`src/hw/rtl/sowtc_queue.sv`:
```
// Small two-entry FIFO used between the front and back and on the result side.
module sowtc_queue #(
  parameter int unsigned Width = 8
) (
  input  logic             clk,
  input  logic             rst_n,
  input  logic             push,
  input  logic [Width-1:0] push_data,
  output logic             full,
  input  logic             pop,
  output logic [Width-1:0] pop_data,
  output logic             empty
);
  logic [Width-1:0] mem_r [2];
  logic             wp_r, rp_r;
  logic [1:0]       cnt_r;
  logic             do_push, do_pop;

  assign full     = (cnt_r == 2'd2);
  assign empty    = (cnt_r == 2'd0);
  assign do_push  = push && !full;
  assign do_pop   = pop && !empty;
  assign pop_data = mem_r[rp_r];

  always_ff @(posedge clk) begin
    if (!rst_n) begin
      wp_r  <= 1'b0;
      rp_r  <= 1'b0;
      cnt_r <= 2'd0;
    end else begin
      if (do_push) wp_r <= ~wp_r;
      if (do_pop) rp_r <= ~rp_r;
      cnt_r <= cnt_r + {1'b0, do_push} - {1'b0, do_pop};
    end
  end

  always_ff @(posedge clk) begin
    if (do_push) mem_r[wp_r] <= push_data;
  end
endmodule

```
`config.mk`:
```
export PLATFORM = sky130hd
export DESIGN_NAME = sowtc_queue
export DESIGN_NICKNAME = d
export VERILOG_FILES = /design/src/hw/rtl/sowtc_queue.sv
export SDC_FILE = /design/constraint.sdc
export NUM_CORES = 1
export LEC_CHECK = 0
export BUFFER_PORTS_ARGS = -buffer_cell sky130_fd_sc_hd__buf_4
export CORE_ASPECT_RATIO = 1.4
export CORE_MARGIN = 3
export CORE_UTILIZATION = 40
export CTS_CLUSTER_DIAMETER = 200
export DETAILED_ROUTE_END_ITERATION = 10
export SLEW_MARGIN = 30
export SYNTH_ARGS = -nofsm -noshare
export SYNTH_HDL_FRONTEND = slang
export SYNTH_SLANG_ARGS = --single-unit
```
`constraint.sdc`:
```
create_clock -name clk -period 4.85 [get_ports clk]
set_input_delay 0.2425 -clock clk [delete_from_list [all_inputs] [get_ports clk]]
set_output_delay 0.2425 -clock clk [all_outputs]
set_load 0.02 [all_outputs]
```
; After elaboration in Yosys (flattened, before gate mapping)
; Memories as Yosys holds them, arrays and structs flattened. A register that Yosys moved wholly into a read port is not among the register bits.
; Index checks and enable logic that the tools add are counted.
[totals]
output_inout_bits = 10
ramBits = 16
inputBits = 12
n_memories = 1
ff_bits = 4
[memory_table]
columns = name, words, width, rd, rd_clocked_by_memory_dff, write_ports, line
row1 = mem_r, 2, 8, 1, 1, 1, 14  ; logic [Width-1:0] mem_r [2];
[classes]
n_bitwise = 2
reduce_logical = 5
muxes = 4
eq_ne = 1
addsub = 2
[ops]
columns = operator, count
row1 = $mux 1, 4
row2 = $add 2x1->2, 1
row3 = $eq 2x2->1 const B, 1
row4 = $logic_and 1x1->1, 2
row5 = $logic_not 1->1, 2
row6 = $logic_not 2->1, 1
row7 = $not 1->1, 2
row8 = $sub 2x1->2, 1

; Longest topological paths before layout
[depth]
ltp_word = 5
depth_mapped = 8

; Worst setup path after synthesis
; No wires, ideal clock.
[synth_timing]
path_kind = register -> register
from = register cnt_r[0]
to = register cnt_r[1]
required_time_ns = 4.772
slack_ns = 3.305
arrival_ns = 1.467
period_less_slack_ns = 1.545
path_stages_with_launch = 9
path_buffers = 0
path_cell_list = dfxtp_1 nand2b_1 nand2_1 ha_1 inv_1 ha_1 xor2_1 and2_2 nor3_1
[synth_via]
elab_chain_len = 5
word_cells_on_any_way = 8
cone_classes = 2 x add/sub / 1 x eq/ne / 5 x reduce/logical
[synth_rtl]
columns = item, line
row1 = "start, declared", 16  ; logic [1:0] cnt_r;
row2 = "start signal, assigned", 33  ; cnt_r <= cnt_r + {1'b0, do_push} - {1'b0, do_pop};
row3 = $eq 2x2->1, 19  ; assign full = (cnt_r == 2'd2);
row4 = $logic_not 1->1, 21  ; assign do_push = push && !full;
row5 = $logic_and 1x1->1, 21
row6 = $add 2x1->2, 33
row7 = $sub 2x1->2 (*), 33
; Mark *: on every way between the ends. The rest lies on a longest branch, timed or not.
; A chain may end at the register's enable or synchronous reset.

; Worst setup path after layout
; Same ends and word-level chain as after synthesis.

==> metrics.txt <==
crit path to=cnt_r[1]$_SDFF_PN0_; Layout fillers=165; Skew-Pair Late Insertion Delay=0.30 ns; Setup CP Type=flop to flop; synth cell count leaders=edfxtp_1 (16), mux2_2 (8), dfxtp_1 (5), nor2_1 (5), inv_1 (3); dominant cell type by area after synthesis=edfxtp_1; fraction of layout cells with a size suffix above 1=0.4605; HPWL after DPL=935.2 um; root buffer cell=clkbuf_4; register area=580.6 um^2; multi-input logic area=215.2 um^2; CP arrival=1.89 ns; Synth Warn #=0; critical path fanouts, max=4; Cell variety after synth=17; Core Util, Final=0.5522; Hold Buf Count CTS=0; Final Hold Slack=0.1191 ns; Via-to-Cell Ratio=4.781; most numerous cell in the Yosys netlist=edfxtp_1; top cell type's share of synthesized area=0.5917; Die ar.=2614 um^2; Tot Pwr=538.5 uW; critical path's largest stage delay=0.39 ns; I/O Buffers=21; WL/cell=12.79 um; drt pass-1 iters=3; Synthesized Nets=66; RePlAce Congestion=0.6753; antenna violations before repair=0; Avg Cell Area, Syn=15.62 um^2; synthesis-to-layout area growth=25.58%; Max IR drop VDD=0.2670 mV; CTS sink count=21; final WL=1228 um; initial core utilization=0.4397; Post-synth ARST share=0; most frequent CP cell=ha_1; Top FF cell, synth=edfxtp_1; ANT nets after route=0; Hold Path Class=input port to flop; violation count after the first detailed-routing iteration=12; cell count of the worst reg-to-reg path=8; LEAKAGE=0.0004228 uW; worst-case clock buffer depth=2; fin cells=96; MaxCap Viol Count=0; CP endpoint kind=flop; gr ovfl total=0; unrepaired setup endpoints after global routing=false; Final Hold Violating Endpoints=0; Max Slew Vio Count=0; largest net degree at the start of global routing=14; critical-path cell list=nand2b_1 > nand2_1 > ha_1 > inv_1 > ha_1 > xor2_1 > and2_2 > nor3_1; # rows=18; Placed Cells=92; Worst Path Required=5.09 ns; clock period minus final worst setup slack=1.653 ns; sequential area share after synthesis=0.7149; Worst-path clk slew=0.12 ns; Synth Cell Area=812.0 um^2; core area=1847 um^2; Post-CTS Resized=0; H-tree levels=1; pwr dens=528.1 nW/um^2; status=completed; total negative slack=0 ns; max-slew headroom at the worst pin=0.5171; delay-heaviest family, CP=simple AND/OR/NAND/NOR gates; number of synthesized flops with an enable pin=16; Post-Syn Instances=52; Num CTS Buffers=3; fin crit share=0.3408; DIE WIDTH=44.08 um; Overall Global Routing Usage=0.1041; # IOs=22; crit path buf inv count=1; final net count=91; Critical path origin=cnt_r[0]$_SDFF_PN0_; die height=59.31 um; slowest CP cell=dfxtp_1; synth top area cells=edfxtp_1 (59%), dfxtp_1 (12%), mux2_2 (11%); skew final=0.007292 ns; final setup vio count=0; critical path depth=8; Ant. Diodes=0; DRC=0; TritonCTS clock tree=built; Vias=459; crit path launch type=flop; Worst Max-Slew Pin Slew=0.7218 ns; r2r endpoint=cnt_r[1]$_SDFF_PN0_; Yosys reg bits=21; r2r setup slk=3.20 ns; first-pass GRT wire length=1890 um; Fmax=605.0 MHz; Post-CTS Setup Inserts=0; r2r startpoint=cnt_r[0]$_SDFF_PN0_; vias in the first global route=462
==> layer usage <==
layer	global-route usage	up-vias	share of wire
li1	-	230	-
met1	0.09646	214	0.35
met2	0.1958	13	0.57
met3	0.02432	2	0.064
met4	0.06466	0	0.011
met5	0	-	0
==> cell type report <==
cell class | instances | area share
Tap cell | 20 | 0.02454
Inverter | 3 | 0.01104
Timing Repair Buffer | 21 | 0.1546
Multi-Input combinational cell | 27 | 0.2110
Clock inverter | 1 | 0.007362
Clock buffer | 3 | 0.02209
Sequential cell | 21 | 0.5693
==> cells in the final DEF, fill, tap and decap left out, drive strengths merged <==
cell,n
buf,21
edfxtp,16
mux2,8
nor2,5
dfxtp,5
inv,3
clkbuf,3
nand2b,2
nand2,2
ha,2
and2,2
o21a,1
and3,1
xnor2,1
mux2i,1
xor2,1
nor3,1
clkinvlp,1
==> power breakdown <==
part	total, uW	internal [uW]	switching (uW)	leakage, uW
sequential	259	235	23.5	0.000191
clock	83.4	31.4	52.0	0.0000139
combinational	197	97.4	99.1	0.000218
total	538	364	175	0.000423
==> worst register-to-register path: stages, from the launching register on <==
cell and delay [ns]:
dfxtp_1 0.39, nand2b_1 0.16, nand2_1 0.11, ha_1 0.29, inv_1 0.04, ha_1 0.17
xor2_1 0.15, and2_2 0.18, nor3_1 0.11
==> cells by family after synthesis <==
kind of cell / share of synthesized area
flops: 0.7150
simple gates: 0.07859
mux: 0.1233
buf+inv: 0.02002
xor+xnor: 0.02158
fa+ha+maj: 0.03081
compound gates: 0.01079
==> flip-flops by register name (all words and copies together) (netlist names), named ones only <==
signal  cells
cnt_r       2
mem_r      16
rp_r        1
wp_r        1
==> how the worst min path moves through the flow <==
stage,from,to,cells past startpoint
2_1_floorplan,push_data[0],mem_r[0][0]$_DFFE_PP_,0
3_5_place_dp,push_data[5],mem_r[1][5]$_DFFE_PP_,1
3_3_place_gp,push_data[1],mem_r[0][1]$_DFFE_PP_,1
4_1_cts,push_data[5],mem_r[1][5]$_DFFE_PP_,1
5_1_grt,push_data[3],mem_r[0][3]$_DFFE_PP_,1
6_report,push_data[3],mem_r[0][3]$_DFFE_PP_,1
==> metrics by stage <==
stage                     instance area, um^2  setup WS [ns]
after floorplan                         812.0          3.305
after global placement                  989.7          3.229
after detailed placement                989.7          3.190
after CTS                                1020          3.169
after global routing                     1020          3.081
final                                    1020          3.197
Note: power is estimated with default switching activity, not from simulation.
